## src/design/tlfq_pkg.sv

```systemverilog
// Package: constants and result codes for the three-level feedback queue scheduler.
`default_nettype none
package tlfq_pkg;
  localparam int unsigned QueueDepthDef = 16;
  localparam int unsigned IdBitsDef     = 16;
  localparam int unsigned NumLevels     = 3;
  localparam int unsigned CfgBits       = 8;

  typedef enum logic [1:0] {
    OP_ENQ    = 2'd0,
    OP_EXPIRE = 2'd1,
    OP_REMOVE = 2'd2,
    OP_NONE   = 2'd3
  } op_e;

  typedef enum logic [2:0] {
    ACT_QUEUED    = 3'd0,
    ACT_STARTED   = 3'd1,
    ACT_PREEMPTED = 3'd2,
    ACT_IDLE      = 3'd3,
    ACT_REMOVED   = 3'd4,
    ACT_NOT_FOUND = 3'd5,
    ACT_FULL      = 3'd6
  } action_e;

  localparam logic CFG_RUN_QUANTUM = 1'b0;
  localparam logic CFG_IDLE_POLL   = 1'b1;
endpackage
`default_nettype wire

```

## src/design/tlfq_ram.sv

```systemverilog
// Generic simple dual-port RAM with registered read.
`default_nettype none
module tlfq_ram #(
  parameter int unsigned Width = 8,
  parameter int unsigned Depth = 16
) (
  input  wire logic                     clk_i,
  input  wire logic                     we_i,
  input  wire logic [$clog2(Depth)-1:0] waddr_i,
  input  wire logic [Width-1:0]         wdata_i,
  input  wire logic                     re_i,
  input  wire logic [$clog2(Depth)-1:0] raddr_i,
  output logic      [Width-1:0]         rdata_o
);
  logic [Width-1:0] mem_q [Depth];

  always_ff @(posedge clk_i) begin
    if (we_i) begin
      mem_q[waddr_i] <= wdata_i;
    end
    if (re_i) begin
      rdata_o <= mem_q[raddr_i];
    end
  end
endmodule
`default_nettype wire

```

## src/design/three_level_feedback_queue_scheduler.sv

```systemverilog
// Top level: three-level feedback queue scheduler with a shared queue RAM.
// A command is taken when start is high and busy low; its single result appears
// on the result ports for one cycle with valid_o and cannot be held off. All queue
// entries live in one RAM (one write, one registered read per cycle). Enqueue
// writes in the execute state; expiry reads the head entry there and answers from
// the head state, or from the execute state when every queue is empty; removal reads
// every queued entry in turn and keeps the rest. Op 3 gives no result.
`default_nettype none
module three_level_feedback_queue_scheduler #(
  parameter int unsigned QUEUE_DEPTH = tlfq_pkg::QueueDepthDef,
  parameter int unsigned ID_BITS     = tlfq_pkg::IdBitsDef
) (
  input  wire logic        clk_i,
  input  wire logic        rst_ni,
  input  wire logic        start,
  output logic             busy,
  input  wire logic        cfg_we_i,
  input  wire logic        cfg_idx_i,
  input  wire logic [tlfq_pkg::CfgBits-1:0] cfg_data_i,
  input  wire logic [1:0]  op_i,
  input  wire logic [15:0] job_id_i,
  input  wire logic [1:0]  priority_req_i,
  output logic             valid_o,
  output logic [2:0]       action_o,
  output logic [15:0]      job_out_o,
  output logic [1:0]       level_out_o,
  output logic [1:0]       mark_out_o,
  output logic [7:0]       reload_o
);
  import tlfq_pkg::*;

  localparam int unsigned PW = $clog2(QUEUE_DEPTH);
  localparam int unsigned CW = $clog2(QUEUE_DEPTH + 1);
  localparam int unsigned RamDepth = NumLevels * QUEUE_DEPTH;
  localparam int unsigned AW = $clog2(RamDepth);
  localparam int unsigned EW = ID_BITS + 2;

  typedef enum logic [2:0] {
    S_IDLE, S_EXEC, S_HEAD, S_RM_RD, S_RM_CHK
  } state_e;

  state_e          state_q;
  op_e             op_q;
  logic [ID_BITS-1:0] id_q;
  logic [1:0]      pr_q;
  logic [1:0]      lv_q;
  logic [CW-1:0]   idx_q, k_q;
  logic            found_q;
  logic [1:0]      flv_q, fmark_q;
  logic            run_q;
  logic [1:0]      rl_q;
  logic [PW-1:0]   heads_q [NumLevels];
  logic [CW-1:0]   counts_q [NumLevels];
  logic [7:0]      rq_q, ip_q;

  logic            re, we;
  logic [AW-1:0]   raddr, waddr;
  logic [EW-1:0]   wdata, rdata;

  // (head + offset) mod depth, sum stays below twice the depth
  function automatic logic [PW-1:0] ring(input logic [PW-1:0] h, input logic [CW-1:0] o);
    logic [CW:0] s;
    s = (CW+1)'(h) + (CW+1)'(o);
    if (s >= (CW+1)'(QUEUE_DEPTH)) s = s - (CW+1)'(QUEUE_DEPTH);
    return PW'(s);
  endfunction

  function automatic logic [AW-1:0] addr(input logic [1:0] l, input logic [PW-1:0] p);
    return AW'(l) * AW'(QUEUE_DEPTH) + AW'(p);
  endfunction

  tlfq_ram #(.Width(EW), .Depth(RamDepth)) u_ram (
    .clk_i, .we_i(we), .waddr_i(waddr), .wdata_i(wdata),
    .re_i(re), .raddr_i(raddr), .rdata_o(rdata)
  );

  // decoded command and head-entry fields
  logic [1:0]         enq_lv;
  logic               eff_run, any_ne;
  logic [1:0]         first_lv;
  logic [ID_BITS-1:0] e_id;
  logic [1:0]         e_mark, nm, dst;
  logic               dst_full;

  assign enq_lv = (pr_q == 2'd0) ? 2'd0 : pr_q - 2'd1;
  assign eff_run = run_q && (counts_q[rl_q] != '0);
  assign any_ne = (counts_q[0] != '0) || (counts_q[1] != '0) || (counts_q[2] != '0);
  assign first_lv = (counts_q[0] != '0) ? 2'd0 : (counts_q[1] != '0) ? 2'd1 : 2'd2;
  assign e_id = rdata[EW-1:2];
  assign e_mark = rdata[1:0];

  // mark rules on expiry
  always_comb begin
    nm = 2'd0;
    dst = lv_q;
    case (e_mark)
      2'd0: nm = 2'd1;
      2'd1: begin
        if (lv_q == 2'd2) begin nm = 2'd2; dst = 2'd1; end
        else begin nm = 2'd0; dst = lv_q + 2'd1; end
      end
      2'd2: nm = 2'd3;
      default: begin
        if (lv_q == 2'd0) begin nm = 2'd0; dst = 2'd1; end
        else begin nm = 2'd2; dst = lv_q - 2'd1; end
      end
    endcase
  end
  assign dst_full = (dst != lv_q) && (counts_q[dst] == CW'(QUEUE_DEPTH));

  // RAM port control
  always_comb begin
    re = 1'b0;
    we = 1'b0;
    raddr = '0;
    waddr = '0;
    wdata = '0;
    case (state_q)
      S_EXEC: begin
        if (op_q == OP_ENQ) begin
          we = counts_q[enq_lv] != CW'(QUEUE_DEPTH);
          waddr = addr(enq_lv, ring(heads_q[enq_lv], counts_q[enq_lv]));
          wdata = {id_q, 2'd0};
        end else if (op_q == OP_EXPIRE) begin
          re = 1'b1;
          raddr = eff_run ? addr(rl_q, heads_q[rl_q]) : addr(first_lv, heads_q[first_lv]);
        end
      end
      S_HEAD: begin
        we = run_q && !dst_full;
        waddr = addr(dst, ring(heads_q[dst], counts_q[dst]));
        wdata = {e_id, nm};
      end
      S_RM_RD: begin
        re = idx_q != counts_q[lv_q];
        raddr = addr(lv_q, ring(heads_q[lv_q], idx_q));
      end
      S_RM_CHK: begin
        we = e_id != id_q;
        waddr = addr(lv_q, ring(heads_q[lv_q], k_q));
        wdata = rdata;
      end
      default: ;
    endcase
  end

  assign busy = state_q != S_IDLE;

  // sequencer, queue state and result registers
  always_ff @(posedge clk_i or negedge rst_ni) begin
    if (!rst_ni) begin
      state_q <= S_IDLE;
      op_q <= OP_NONE;
      run_q <= 1'b0;
      rl_q <= 2'd0;
      rq_q <= 8'd5;
      ip_q <= 8'd1;
      valid_o <= 1'b0;
      for (int l = 0; l < NumLevels; l++) begin
        heads_q[l] <= '0;
        counts_q[l] <= '0;
      end
    end else begin
      valid_o <= 1'b0;
      if (cfg_we_i) begin
        if (cfg_idx_i == CFG_RUN_QUANTUM) rq_q <= cfg_data_i;
        else ip_q <= cfg_data_i;
      end
      case (state_q)
        S_IDLE: begin
          if (start) begin
            op_q <= op_e'(op_i);
            id_q <= ID_BITS'(job_id_i);
            pr_q <= priority_req_i;
            state_q <= S_EXEC;
          end
        end
        S_EXEC: begin
          state_q <= S_IDLE;
          reload_o <= 8'd0;
          mark_out_o <= 2'd0;
          job_out_o <= 16'(id_q);
          case (op_q)
            OP_ENQ: begin
              valid_o <= 1'b1;
              level_out_o <= enq_lv;
              if (counts_q[enq_lv] == CW'(QUEUE_DEPTH)) begin
                action_o <= ACT_FULL;
              end else begin
                action_o <= ACT_QUEUED;
                counts_q[enq_lv] <= counts_q[enq_lv] + CW'(1);
              end
            end
            OP_EXPIRE: begin
              if (eff_run) begin
                lv_q <= rl_q;
                state_q <= S_HEAD;
              end else begin
                run_q <= 1'b0;
                rl_q <= 2'd0;
                if (any_ne) begin
                  lv_q <= first_lv;
                  state_q <= S_HEAD;
                end else begin
                  valid_o <= 1'b1;
                  action_o <= ACT_IDLE;
                  job_out_o <= 16'd0;
                  level_out_o <= 2'd0;
                  reload_o <= ip_q;
                end
              end
            end
            OP_REMOVE: begin
              lv_q <= 2'd0;
              idx_q <= '0;
              k_q <= '0;
              found_q <= 1'b0;
              flv_q <= 2'd0;
              fmark_q <= 2'd0;
              state_q <= S_RM_RD;
            end
            default: ;
          endcase
        end
        S_HEAD: begin
          state_q <= S_IDLE;
          valid_o <= 1'b1;
          job_out_o <= 16'(e_id);
          if (run_q) begin
            run_q <= 1'b0;
            rl_q <= 2'd0;
            level_out_o <= dst;
            mark_out_o <= nm;
            reload_o <= 8'd0;
            if (dst_full) begin
              action_o <= ACT_FULL;
            end else begin
              action_o <= ACT_PREEMPTED;
              heads_q[lv_q] <= ring(heads_q[lv_q], CW'(1));
              if (dst != lv_q) begin
                counts_q[lv_q] <= counts_q[lv_q] - CW'(1);
                counts_q[dst] <= counts_q[dst] + CW'(1);
              end
            end
          end else begin
            run_q <= 1'b1;
            rl_q <= lv_q;
            action_o <= ACT_STARTED;
            level_out_o <= lv_q;
            mark_out_o <= e_mark;
            reload_o <= rq_q;
          end
        end
        S_RM_RD: begin
          if (idx_q == counts_q[lv_q]) begin
            counts_q[lv_q] <= k_q;
            idx_q <= '0;
            k_q <= '0;
            if (lv_q == 2'd2) begin
              state_q <= S_IDLE;
              valid_o <= 1'b1;
              job_out_o <= 16'(id_q);
              reload_o <= 8'd0;
              action_o <= found_q ? ACT_REMOVED : ACT_NOT_FOUND;
              level_out_o <= flv_q;
              mark_out_o <= fmark_q;
            end else begin
              lv_q <= lv_q + 2'd1;
            end
          end else begin
            state_q <= S_RM_CHK;
          end
        end
        S_RM_CHK: begin
          state_q <= S_RM_RD;
          idx_q <= idx_q + CW'(1);
          if (e_id == id_q) begin
            if (!found_q) begin
              found_q <= 1'b1;
              flv_q <= lv_q;
              fmark_q <= e_mark;
            end
            if (run_q && rl_q == lv_q && idx_q == '0) begin
              run_q <= 1'b0;
              rl_q <= 2'd0;
            end
          end else begin
            k_q <= k_q + CW'(1);
          end
        end
        default: state_q <= S_IDLE;
      endcase
    end
  end
endmodule
`default_nettype wire
```

## config.mk

```make
export PLATFORM = sky130hd
export DESIGN_NAME = three_level_feedback_queue_scheduler
export DESIGN_NICKNAME = d
export VERILOG_FILES = /design/src/design/tlfq_pkg.sv /design/src/design/tlfq_ram.sv /design/src/design/three_level_feedback_queue_scheduler.sv
export SDC_FILE = /design/constraint.sdc
export NUM_CORES = 1
export LEC_CHECK = 0
export BUFFER_PORTS_ARGS = -buffer_cell sky130_fd_sc_hd__clkbuf_2
export CELL_PAD_IN_SITES_DETAIL_PLACEMENT = 1
export CELL_PAD_IN_SITES_GLOBAL_PLACEMENT = 2
export CORE_MARGIN = 5
export CORE_UTILIZATION = 35
export CTS_CLUSTER_DIAMETER = 60
export CTS_CLUSTER_SIZE = 24
export DETAILED_ROUTE_END_ITERATION = 8
export PLACE_DENSITY_LB_ADDON = 0.25
export SYNTH_ARGS = -nofsm -noshare
export SYNTH_HDL_FRONTEND = slang
export SYNTH_HIERARCHICAL = 1
export SYNTH_SLANG_ARGS = --single-unit
```

## constraint.sdc

```tcl
create_clock -name clk_i -period 5.1 [get_ports clk_i]
set_clock_uncertainty 0.15 [all_clocks]
set_input_delay 0 -clock clk_i [delete_from_list [all_inputs] [get_ports clk_i]]
set_output_delay 0 -clock clk_i [all_outputs]
set_load 0.05 [all_outputs]
```

### Word level (Yosys, flattened, before mapping)

Memories as Yosys holds them, arrays and structs flattened. A register that Yosys moved wholly into a read port is not among the register bits.
Index checks and enable logic that the tools add are counted.
Widths: inputs -> output; s select.

| word-level totals | value |
|---|---|
| flip-flop bits (word level) | 118 |
| input bits | 33 |
| bits in writable memories | 864 |
| memories | 1 |
| output and inout port bits | 33 |

Memory list:

| memory | depth | width | rd ports | clocked after Yosys merged registers in | wr ports | RTL line | RTL |
|---|---|---|---|---|---|---|---|
| u_ram.mem_q | 48 | 18 | 1 | 1 | 1 | tlfq_ram.sv:15 | `logic [Width-1:0] mem_q [Depth];` |

| operators by class | value |
|---|---|
| muxes and demuxes | 164 |
| reduce and logical (&&, ||, !) cells | 43 |
| add/sub/neg operators | 24 |
| $lt $le $gt $ge | 13 |
| bitwise logic cells | 7 |
| equal/unequal tests | 40 |

Operator list:

| operator | count |
|---|---|
| $mux 4 | 24 |
| $mux 15 | 6 |
| $mux 16 | 5 |
| $mux 5 | 14 |
| $mux 2 | 31 |
| $bwmux 15 | 4 |
| $pmux 18 s3 | 1 |
| $mux 8 | 6 |
| $pmux 16 s3 | 1 |
| $pmux 15 s3 | 1 |
| $bmux 4 s2 | 5 |
| $bmux 5 s2 | 4 |
| $add 6x4->6 | 6 |
| $demux 5 s2 | 3 |
| $mux 3 | 10 |
| $ne 2x2->1 const B | 15 |
| $pmux 5 s3 | 2 |
| $pmux 2 s2 | 7 |
| $add 4x5->6 | 4 |
| $ge 6x5->1 const B | 4 |
| $mux 6 | 4 |
| $pmux 2 s3 | 4 |
| $pmux 8 s3 | 1 |
| $add 5x1->5 const B | 4 |
| 54 further kinds | 125 |

### Depth between registers and ports, before layout

Gate-level depths: netlist of run 1.

| depth | value |
|---|---|
| word-level depth | 14 |
| depth in mapped cells | 21 |

### Hierarchy

Netlist of run 1, hierarchy kept.

Modules (own cells, without submodules):

| module | instances | area each (um^2) | cells each | sequential area each (um^2) |
|---|---|---|---|---|
| tlfq_ram | 1 | 34250.3 | 1672 | 26485.4 |
| three_level_feedback_queue_scheduler | 1 | 8192.9 | 845 | 3289.4 |

### Worst setup path after synthesis of run 1

No wires, ideal clock.

| path | value |
|---|---|
| path type | register to register |
| start point | reg lv_q[0] |
| end point | mem u_ram/mem_q[18][0] (netlist name), enable pin |
| path slack | -0.412 ns |
| buffers on the path | 5 |
| arrival | 4.946 ns |
| period minus slack after synthesis | 5.512 ns |
| stages on the path, launching flop included | 21 |
| cells stage by stage | edfxtp_1 buf_2 buf_2 buf_2 inv_1 ha_1 buf_2 mux2i_4 a21boi_4 nor2_2 clkbuf_1 nand2_1 o21ai_0 ha_1 maj3_1 a21oi_1 xnor2_1 o21ai_0 nor2_1 nand4_1 nor3_1 |

RTL lines:

| what | RTL line | RTL |
|---|---|---|
| start, declared | three_level_feedback_queue_scheduler.sv:46 | `logic [1:0] lv_q;` |
| start signal, assigned | three_level_feedback_queue_scheduler.sv:196 | `lv_q <= rl_q;` |
| start signal, assigned | three_level_feedback_queue_scheduler.sv:202 | `lv_q <= first_lv;` |
| start signal, assigned | three_level_feedback_queue_scheduler.sv:268 | `lv_q <= lv_q + 2'd1;` |
| $sub 2x1->2 (tied with other cells) | three_level_feedback_queue_scheduler.sv:105 | `else begin nm = 2'd2; dst = lv_q - 2'd1; end` |
| $mux 2, on equally long branches | three_level_feedback_queue_scheduler.sv:104, three_level_feedback_queue_scheduler.sv:99 |  |
| $pmux 2 s2 | three_level_feedback_queue_scheduler.sv:96 | `case (e_mark)` |
| $not 2->3 (implied by the code) | three_level_feedback_queue_scheduler.sv:131 | `waddr = addr(dst, ring(heads_q[dst], counts_q[dst]));` |
| $bmux 4 s2 / $bmux 5 s2 (equally long branches) | three_level_feedback_queue_scheduler.sv:131 |  |
| $mux 4 (implied by the code) / $mux 5 (equally long branches) (2 in a row) | three_level_feedback_queue_scheduler.sv:131 |  |
| $add 4x5->6 | three_level_feedback_queue_scheduler.sv:63 | `s = (CW+1)'(h) + (CW+1)'(o);` |
| $ge 6x5->1 / $sub 4x1->4 (equally long branches) | three_level_feedback_queue_scheduler.sv:64 | `if (s >= (CW+1)'(QUEUE_DEPTH)) s = s - (CW+1)'(QUEUE_DEPTH);` |
| $mux 4 | three_level_feedback_queue_scheduler.sv:64 |  |
| $mux 4 | three_level_feedback_queue_scheduler.sv:118 | `case (state_q)` |
| $add 6x4->6 | three_level_feedback_queue_scheduler.sv:69 | `return AW'(l) * AW'(QUEUE_DEPTH) + AW'(p);` |
| $pmux 6 s3 * | three_level_feedback_queue_scheduler.sv:118 |  |
| named net waddr[3] | three_level_feedback_queue_scheduler.sv:57 | `logic [AW-1:0] raddr, waddr;` |
| end, declared | tlfq_ram.sv:15 |  |

The timed path passes the listed nets; every way through them passes the cells marked *. The select of a mux whose other input is x is not followed.

### Worst setup path in the final report of run 1

| path | value |
|---|---|
| start point | reg counts_q[1] (netlist name) |
| end point | reg u_ram.rdata_o[0], read port of u_ram.mem_q (data pin) |

| on the way | value |
|---|---|
| cells in the longest elaborated chain, start to end | 9 |

RTL lines:

| what | RTL line | RTL |
|---|---|---|
| start, declared | three_level_feedback_queue_scheduler.sv:53 | `logic [CW-1:0] counts_q [NumLevels];` |
| start signal, assigned by index | three_level_feedback_queue_scheduler.sv:191 | `counts_q[enq_lv] <= counts_q[enq_lv] + CW'(1);` |
| start signal, assigned by index | three_level_feedback_queue_scheduler.sv:241 | `counts_q[lv_q] <= counts_q[lv_q] - CW'(1);` |
| start signal, assigned by index | three_level_feedback_queue_scheduler.sv:242 | `counts_q[dst] <= counts_q[dst] + CW'(1);` |
| $bmux 5 s2 | three_level_feedback_queue_scheduler.sv:86 | `assign eff_run = run_q && (counts_q[rl_q] != '0);` |
| $mux 5 (implied by the code) (2 in a row) | three_level_feedback_queue_scheduler.sv:86 |  |
| $reduce_bool 5->1 | three_level_feedback_queue_scheduler.sv:86 |  |
| $logic_and 1x1->1 | three_level_feedback_queue_scheduler.sv:86 |  |
| $mux 6 | three_level_feedback_queue_scheduler.sv:126 | `raddr = eff_run ? addr(rl_q, heads_q[rl_q]) : addr(first_lv, heads_q[first_lv]);` |
| $mux 6 | three_level_feedback_queue_scheduler.sv:124 | `end else if (op_q == OP_EXPIRE) begin` |
| $mux 6 | three_level_feedback_queue_scheduler.sv:120 | `if (op_q == OP_ENQ) begin` |
| $pmux 6 s2 | three_level_feedback_queue_scheduler.sv:118 |  |
| named net raddr[0] | three_level_feedback_queue_scheduler.sv:57 |  |
| end, declared | tlfq_ram.sv:13 | `output logic [Width-1:0] rdata_o` |

The timed path passes the listed nets, and every way through them passes these cells. The select of a mux whose other input is x is not followed.
A chain may end at the register's enable or synchronous reset.

==> results of run 1 <==
[critical path, stage by stage, from the launching register on]
cell and delay (ns):
dfrtp_1 0.39, or4_1 0.55, nor2_1 0.31, nor2b_1 0.14, o21ai_4 0.36, o21ai_0 0.22, o21ai_4 0.23, buf_12 0.35
buf_12 0.28, mux4_2 0.61, mux4_2 0.49, nand2_1 0.16, o41ai_2 0.11, buf_4 0.18
[flip-flops by register name, indices dropped and copies added, names as in the netlist, 2 cells and up]
signal / count
flv_q: 2
mark_out_o: 2
pr_q: 2
u_ram/rdata_o: 18
idx_q: 5
ip_q: 8
op_q: 2
fmark_q: 2
k_q: 5
reload_o: 8
job_out_o: 16
rl_q: 2
u_ram/mem_q: 864
id_q: 16
level_out_o: 2
counts_q: 15
action_o: 3
heads_q: 12
lv_q: 2
state_q: 3
rq_q: 8
[power by group]
part	switching, W	internal, W
clock network	0.00347	0.00351
registers	0.000329	0.0101
logic	0.00511	0.00278
[layout by cell type, fill, tap and decap left out, types with 18 or more instances in the layout]
cell type and n:
xor2_1 18, nor2b_1 20, clkbuf_2 65, nor2_1 62
nand2_1 113, mux4_2 90, o21ai_0 51, edfxtp_1 948
buf_12 60, dfrtp_1 47, a22o_1 46, inv_1 22
o22ai_1 26, clkbuf_16 85, dlygate4sd3_1 66, o41ai_2 18
nand3_1 24, xnor2_1 37, buf_4 161, a21oi_1 87
mux2i_1 329, mux2_2 31, a221oi_1 23, ha_1 30
a22oi_1 77, nor2_2 49
[metal layers]
layer	global-route usage, %	vias up	part of all wire, %
met5	0	-	0
met3	2.48	166	4.1
li1	-	10624	-
met4	4.78	0	2.5
met1	26.1	12832	43
met2	33.0	590	50
[logic make-up after synthesis]
| family | Yosys count | synth area share [%] |
|---|---|---|
| xor gates and xnor gates | 55 | 1.13 |
| DFF | 1000 | 70.2 |
| adders and majority gates | 34 | 1.05 |
| muxes | 460 | 13.7 |
| AOI/OAI and AO/OA | 447 | 8.11 |
| and+or+nand+nor | 347 | 3.76 |
| buffers and inverters | 174 | 2.07 |
[through the flow]
stage          setup TNS, ns  util [%]  instance area, sq um  hold slack, ns  total power [W]
2_1_floorplan         -64.97         -                 42500          -0.446           0.0151
3_3_place_gp          -0.121      38.8                 46700          0.0278           0.0183
3_5_place_dp         -0.0874      38.8                 46700          0.0288           0.0185
4_1_cts                    0      41.9                 50400          0.0858           0.0256
5_1_grt                    0      41.9                 50400          0.0750           0.0263
6_report                   0      41.9                 50400       0.0000460           0.0253
[worst max-delay path by stage]
stage	from	to	slack [ns]
floorplan	lv_q[0]	u_ram/mem_q[10][0]	-0.33
global placement	counts_q[6]	u_ram/rdata_o[7]	-0.09
detailed placement	counts_q[1]	u_ram/rdata_o[7]	-0.08
CTS	counts_q[6]	u_ram/rdata_o[12]	0.14
global route	counts_q[1]	u_ram/rdata_o[4]	0.09
finish	counts_q[1]	u_ram/rdata_o[0]	0.26
[cell type report]
cell class                      count  share of cell area [%]
Inverter                           23                   0.171
Clock buffer                       88                    4.24
Timing Repair Buffer              352                    6.74
Sequential cell                  1000                    59.1
Clock inverter                     68                    1.81
Tap cell                         1612                    4.00
Multi-Input combinational cell   1343                    23.9
[what timing repair did]
item | CTS | global route
cloned | 0 | 0
resized for setup | 1 | 2
hold endpoints to repair | 110 | 0
hold buffers | 66 | 0
setup endpoints to repair | 10 | 104
pin swaps | 0 | 2
buffers inserted | 0 | 1
==> key figures, run 1 <==
Routing
  • Routed vias: 24,212
  • Antenna viol nets, final: 0
  • DR vias/cell: about 5.4
  • Post-route DRC: 0
  • Post-DR wirelength/cell: 27.8 microns
  • Final wirelength: 125 mm
  • First-pass DRT Iterations: 5
  • Initial detailed-routing violation count: about 1,900

Die
  • Ports: 66
  • Die Wd: 358 microns
  • Initial Util: 35.3%
  • # rows: 127
  • Die height: around 360 microns
  • Core area: about 120,000 sq um
  • Die area: 128,000 sq um

Setup path
  • Worst reg2reg path depth: 13
  • CP Capture Type: flip-flop
  • Reg2reg end: u_ram/rdata_o[0]
  • Crit path kind: flip-flop to flip-flop
  • Arrival time worst endpoint: around 5.1 ns
  • R2R Setup Slk: 0.26 ns
  • Crit Path Max Fanout: 41
  • Worst r2r src: counts_q[1]
  • Critical Path Start Type: flip-flop
  • Worst endpoint required time: 5.40 ns

Clock network
  • TritonCTS clock tree: built
  • H-tree depth: 3
  • Clock slew seen by the registers of the worst setup and hold paths: 0.08 ns
  • CTS Buf Count: 84
  • Clock latency on the worst-skew pair: 0.71 ns
  • # clock sinks: 1,000
  • CTS root buf: clkbuf_16
  • Clk buf depth: 3

Synthesis
  • Count of flip-flops with a built-in enable after synthesis: around 950
  • Post-synthesis cell type count: 81
  • Mapped Area: 42,400 sq um
  • Syn. warnings: 6
  • Syn Nets: 2,583
  • Cell taking the most area after synthesis: edfxtp_1
  • Count leader, synth: edfxtp_1
  • Main synth FF type: edfxtp_1
  • Yosys top cell area share: 67.1%
  • Ranking of synthesized cells by area: edfxtp_1 (67%), mux2i_1 (7.8%), mux4_2 (4.8%)
  • Cells after Synth: ~2,500
  • Post-synth ARST share: 5.20%
  • Synth cell count leaders: edfxtp_1 (948), mux2i_1 (329), nand2_1 (113)
  • Yosys reg bits: 1,000
  • Syn avg cell area: 16.9 sq um
  • Sequential area share after synthesis: about 70%

Power and ir drop
  • Lkg Pwr: approximately 16 nW
  • PD cells: 502 nW/um^2
  • Maximum VDD drop: 0.349 mV

Placed design
  • Worst slack at placement: -0.0784 ns
  • Post-DP HPWL: a little over 80 mm
  • Routability cong.: 0.878
  • Dpl cells: 4,264
  • Port bufs: between 60 and 70

STA
  • Final hold viol count: 0
  • Fin worst setup slack: 0.265 ns
  • Fmax: 0.207 GHz
  • Slew Limit Fails: 0
  • Slew @ Worst Pin: between 1 and 1.5 ns
  • Setup-failing EPs final: 0
  • RSZ-0062 raised after global routing: no
  • Fin crit period: 4.84 ns
  • Post-route clock period utilization: between 90 and 100%
  • Slew HR: between 10 and 15%

Global routing
  • Vias in the first global route: 25,371
  • Largest net degree at the start of global routing: 73
  • First-pass GRT wire length: 181 mm
  • GRT Residual Overflow: 0
  • Overall routing resource usage: between 10% and 20%
  • Initial antenna violation count: 2

Hold path
  • Min-Delay Path Class: input port to async pin

Final layout
  • Layout Cells excl Fill: 4,486
  • Fillers: 11,741
  • Area delta synth->final: 18.7%
  • N_diodes: 0
  • Share of layout cells above drive strength 1: 24.4%
  • Multi-input logic area: about 12,000 sq um
  • Storage cell area: 29,800 sq um
  • Nets: 2,870

Status
  • Status: completed

Job
  • Max Cap Viol: 0
No activity file was read; power rests on OpenSTA's default activity.
==> run 2, diff against run 1 <==
- ABC_AREA: default -> 1
- CORE_ASPECT_RATIO: default -> 0.6
==> run 2 against run 1 <==
  * Die area up 3.1%
  * Global-route usage up 3.9 points
  * Final area down 1.9%
  * Sequential share of layout area up 1.1 points
  * Critical path depth up 9
  * Area after synthesis up 3.0%
  * Total power up 5.5%
  * Count of clock-buffer cells in the layout down 24
  * Highest routed layer is now met5
  * Core utilization down 2.1 points
  * Synthesized cell count up 56%
  * Combinational power up 37%
  * Flip-flop and latch count unchanged
==> key figures, run 2 <==
Final layout
  • Nets: between 4,000 and 5,000
  • Layout Cells excl Fill: roughly 5,800
  • Max reg flops: 864
  • Fin util: 39.9%
  • Top flop regs: u_ram/mem_q: 864 flops, u_ram/rdata_o: 18 flops
  • Top reg by flops: u_ram/mem_q
  • Area delta synth->final: 13.1%
  • Commonest non-fill, non-tap cell in the layout: nand2_1
  • Most frequent cells in the layout: nand2_1 (1,049), edfxtp_1 (948), nand3_1 (594)
  • Share of layout cells above drive strength 1: 10.8%

STA
  • Setup-failing EPs final: 0
  • Slew HR: 24.8%
  • Slew Limit Fails: 0
  • Final hold viol count: 0
  • Post-route clock period utilization: 94.8%
  • Fin crit period: slightly below 5 ns
  • Fmax: 0.207 GHz
  • RSZ-0062 raised after global routing: no
  • Slew @ Worst Pin: 1.13 ns

Synthesis
  • Yosys top cell area share: 65.1%
  • Yosys reg bits: around 1,000
  • Mapped Area: 43,700 sq um
  • Count leader, synth: nand2_1
  • Synth cell count leaders: nand2_1 (1,051), edfxtp_1 (948), nand3_1 (594)
  • Cell taking the most area after synthesis: edfxtp_1
  • Count of flip-flops with a built-in enable after synthesis: approximately 950
  • Syn avg cell area: between 10 and 15 sq um
  • Ranking of synthesized cells by area: edfxtp_1 (65%), nand2_1 (9.0%), nand3_1 (6.8%)
  • Post-synth ARST share: between 5 and 6%
  • Sequential area share after synthesis: between 60% and 70%
  • Cells after Synth: 3,936
  • Post-synthesis cell type count: 52
  • Main synth FF type: edfxtp_1
  • Syn. warnings: 6
  • Syn Nets: 4,002

Placed design
  • Routability cong.: 0.932
  • Dpl cells: 5,630
  • Port bufs: 65
  • Post-DP HPWL: 101 mm

Hold path
  • Min-Delay Path Class: input port to flip-flop

Die
  • Core area: 124,000 sq um
  • Die height: 284 microns
  • Die area: approximately 130,000 sq um
  • # rows: 100
  • Ports: 66
  • Die Wd: 466 microns
  • Initial Util: a little over a third

Setup path
  • CP peak stage delay: 0.80 ns
  • Crit Path Max Fanout: 18
  • Crit path buffers/inverters: 6
  • R2R Setup Slk: 0.26 ns
  • Crit path to: u_ram/mem_q[29][4]
  • Crit path kind: flip-flop to flip-flop
  • Crit path from: lv_q[1]
  • CP Capture Type: flip-flop
  • CP delay by family, top: simple AND/OR/NAND/NOR gates
  • Most used cell, CP: nand2_1
  • Crit path cell chain: inv_2, ha_1, inv_2, nand2_1, nand2_2, nand3_4, nand2_8, inv_4, nand2_1, nand2_1, nor2_1, nand2_1, inv_1, nor2_1, ha_1, o21ai_0, nand3b_1, nand3_1, buf_4, nand4_1, buf_4, nor2_2
  • Critical Path Start Type: flip-flop
  • Worst r2r src: lv_q[1]
  • Levels on crit path: 22
  • Arrival time worst endpoint: 5.01 ns
  • Reg2reg end: u_ram/mem_q[29][4]
  • Worst endpoint required time: 5.27 ns
  • Worst reg2reg path depth: 22
  • CP max-delay cell: nor2_2

Global routing
  • Largest net degree at the start of global routing: 144
  • Vias in the first global route: 30,904
  • Overall routing resource usage: 23.1%
  • GRT Residual Overflow: 0
  • First-pass GRT wire length: 225 mm
  • Initial antenna violation count: 14

Routing
  • Antenna viol nets, final: 0
  • Initial detailed-routing violation count: between 3,000 and 4,000
  • DR vias/cell: approximately 5.4
  • Post-route DRC: 0
  • Routed vias: 31,341
  • Post-DR wirelength/cell: 26.9 microns
  • Final wirelength: 156 mm
  • First-pass DRT Iterations: 7

Clock network
  • CTS Buf Count: a little under 60
  • Clock slew seen by the registers of the worst setup and hold paths: 0.10 ns
  • TritonCTS clock tree: built
  • CTS root buf: clkbuf_16
  • # clock sinks: roughly 1,000
  • H-tree depth: 2
  • Clock latency on the worst-skew pair: 0.71 ns
  • Post-CTS Setup Inserts: 0
  • Clk buf depth: 3

Power and ir drop
  • Maximum VDD drop: 0.309 mV
  • PD cells: around 540 nW/um^2
  • Lkg Pwr: 17.9 nW

Job
  • Max Cap Viol: 0

Status
  • Status: completed
## run 2: cell count changes in the layout (fill, tap and decap cells not counted), moves of 71 or more
cell / before / now
a22oi_1: 77 / 6
inv_1: 22 / 149
mux2i_1: 329 / 0
mux4_2: 90 / 0
nand2_1: 113 / 1049
nand3_1: 24 / 594
nor2_1: 62 / 276
o211ai_1: 4 / 102
o21ai_0: 51 / 207
## run 2: repair_timing
| action | in CTS | in global routing |
|---|---|---|
| hold buffers | 72 | 0 |
| hold endpoints to repair | 107 | 0 |
| resized for setup | 0 | 0 |
## run 2: through the flow
step / setup TNS (ns) / area [sq um] / setup slack (ns) / power (W) / hold WS, ns
2_1_floorplan: -43.95 / 43700 / -0.390 / 0.0165 / -0.446
3_3_place_gp: 0 / 46800 / 0.448 / 0.0212 / -0.0852
3_5_place_dp: 0 / 46800 / 0.345 / 0.0212 / -0.0759
4_1_cts: 0 / 49400 / 0.311 / 0.0266 / 0.182
5_1_grt: 0 / 49400 / 0.0260 / 0.0280 / 0.235
6_report: 0 / 49400 / 0.265 / 0.0267 / 0.252
## run 2: where the power goes
part | switching, W | leakage, nW | internal [W]
Clock | 0.00304 | 0.915 | 0.00233
Combinational | 0.00822 | 7.56 | 0.00261
Sequential | 0.000455 | 9.41 | 0.0100
Total | 0.0117 | 17.9 | 0.0150
## run 2: kinds of logic (layout without fill, tap and decap cells)
group | count (synthesis) | in the layout | synth area share [%]
adders and majority gates | 33 | 33 | 0.996
DFF | 1000 | 1000 | 68.1
other | 0 | 1 | 0
AOI/OAI and AO/OA | 440 | 440 | 6.14
xor gates and xnor gates | 28 | 28 | 0.561
buffers and inverters | 388 | 569 | 4.10
and+or+nand+nor | 2047 | 2047 | 20.1
## run 2: per-layer routing
metal | vias to the layer above | track usage, % | routed length, microns
li1 | 14115 | - | -
met1 | 15977 | 36.7 | 76200
met2 | 1128 | 30.6 | 60900
met3 | 119 | 7.70 | 17200
met4 | 2 | 3.13 | 1870
met5 | - | 1.05 | 193
## run 2: worst min path at each step
stage	startpoint	endpoint	slack, ns	cells after the start
detailed placement	rst_ni	ip_q[5]	-0.08	1
global route	start	id_q[2]	0.24	4
finish	start	id_q[2]	0.25	4
floorplan	rst_ni	counts_q[0]	-0.45	0
global placement	rst_ni	ip_q[3]	-0.09	1
CTS	start	id_q[2]	0.18	4
## run 2: layout make-up
type	count	area, sq um
Inverter	173	672
Clock inverter	34	394
Fill cell	13474	74500
Clock buffer	64	1500
Timing Repair Buffer	298	2480
Tap cell	1683	2110
Sequential cell	1000	29800
Multi-Input combinational cell	2548	12500
Antenna cell	1	2.50
## run 2: tightest hold or removal path, cell delays in order
cell and delay (ns):
dlygate4sd3_1 0.53, clkbuf_2 0.13, nand2_1 0.10, nor2_2 0.14
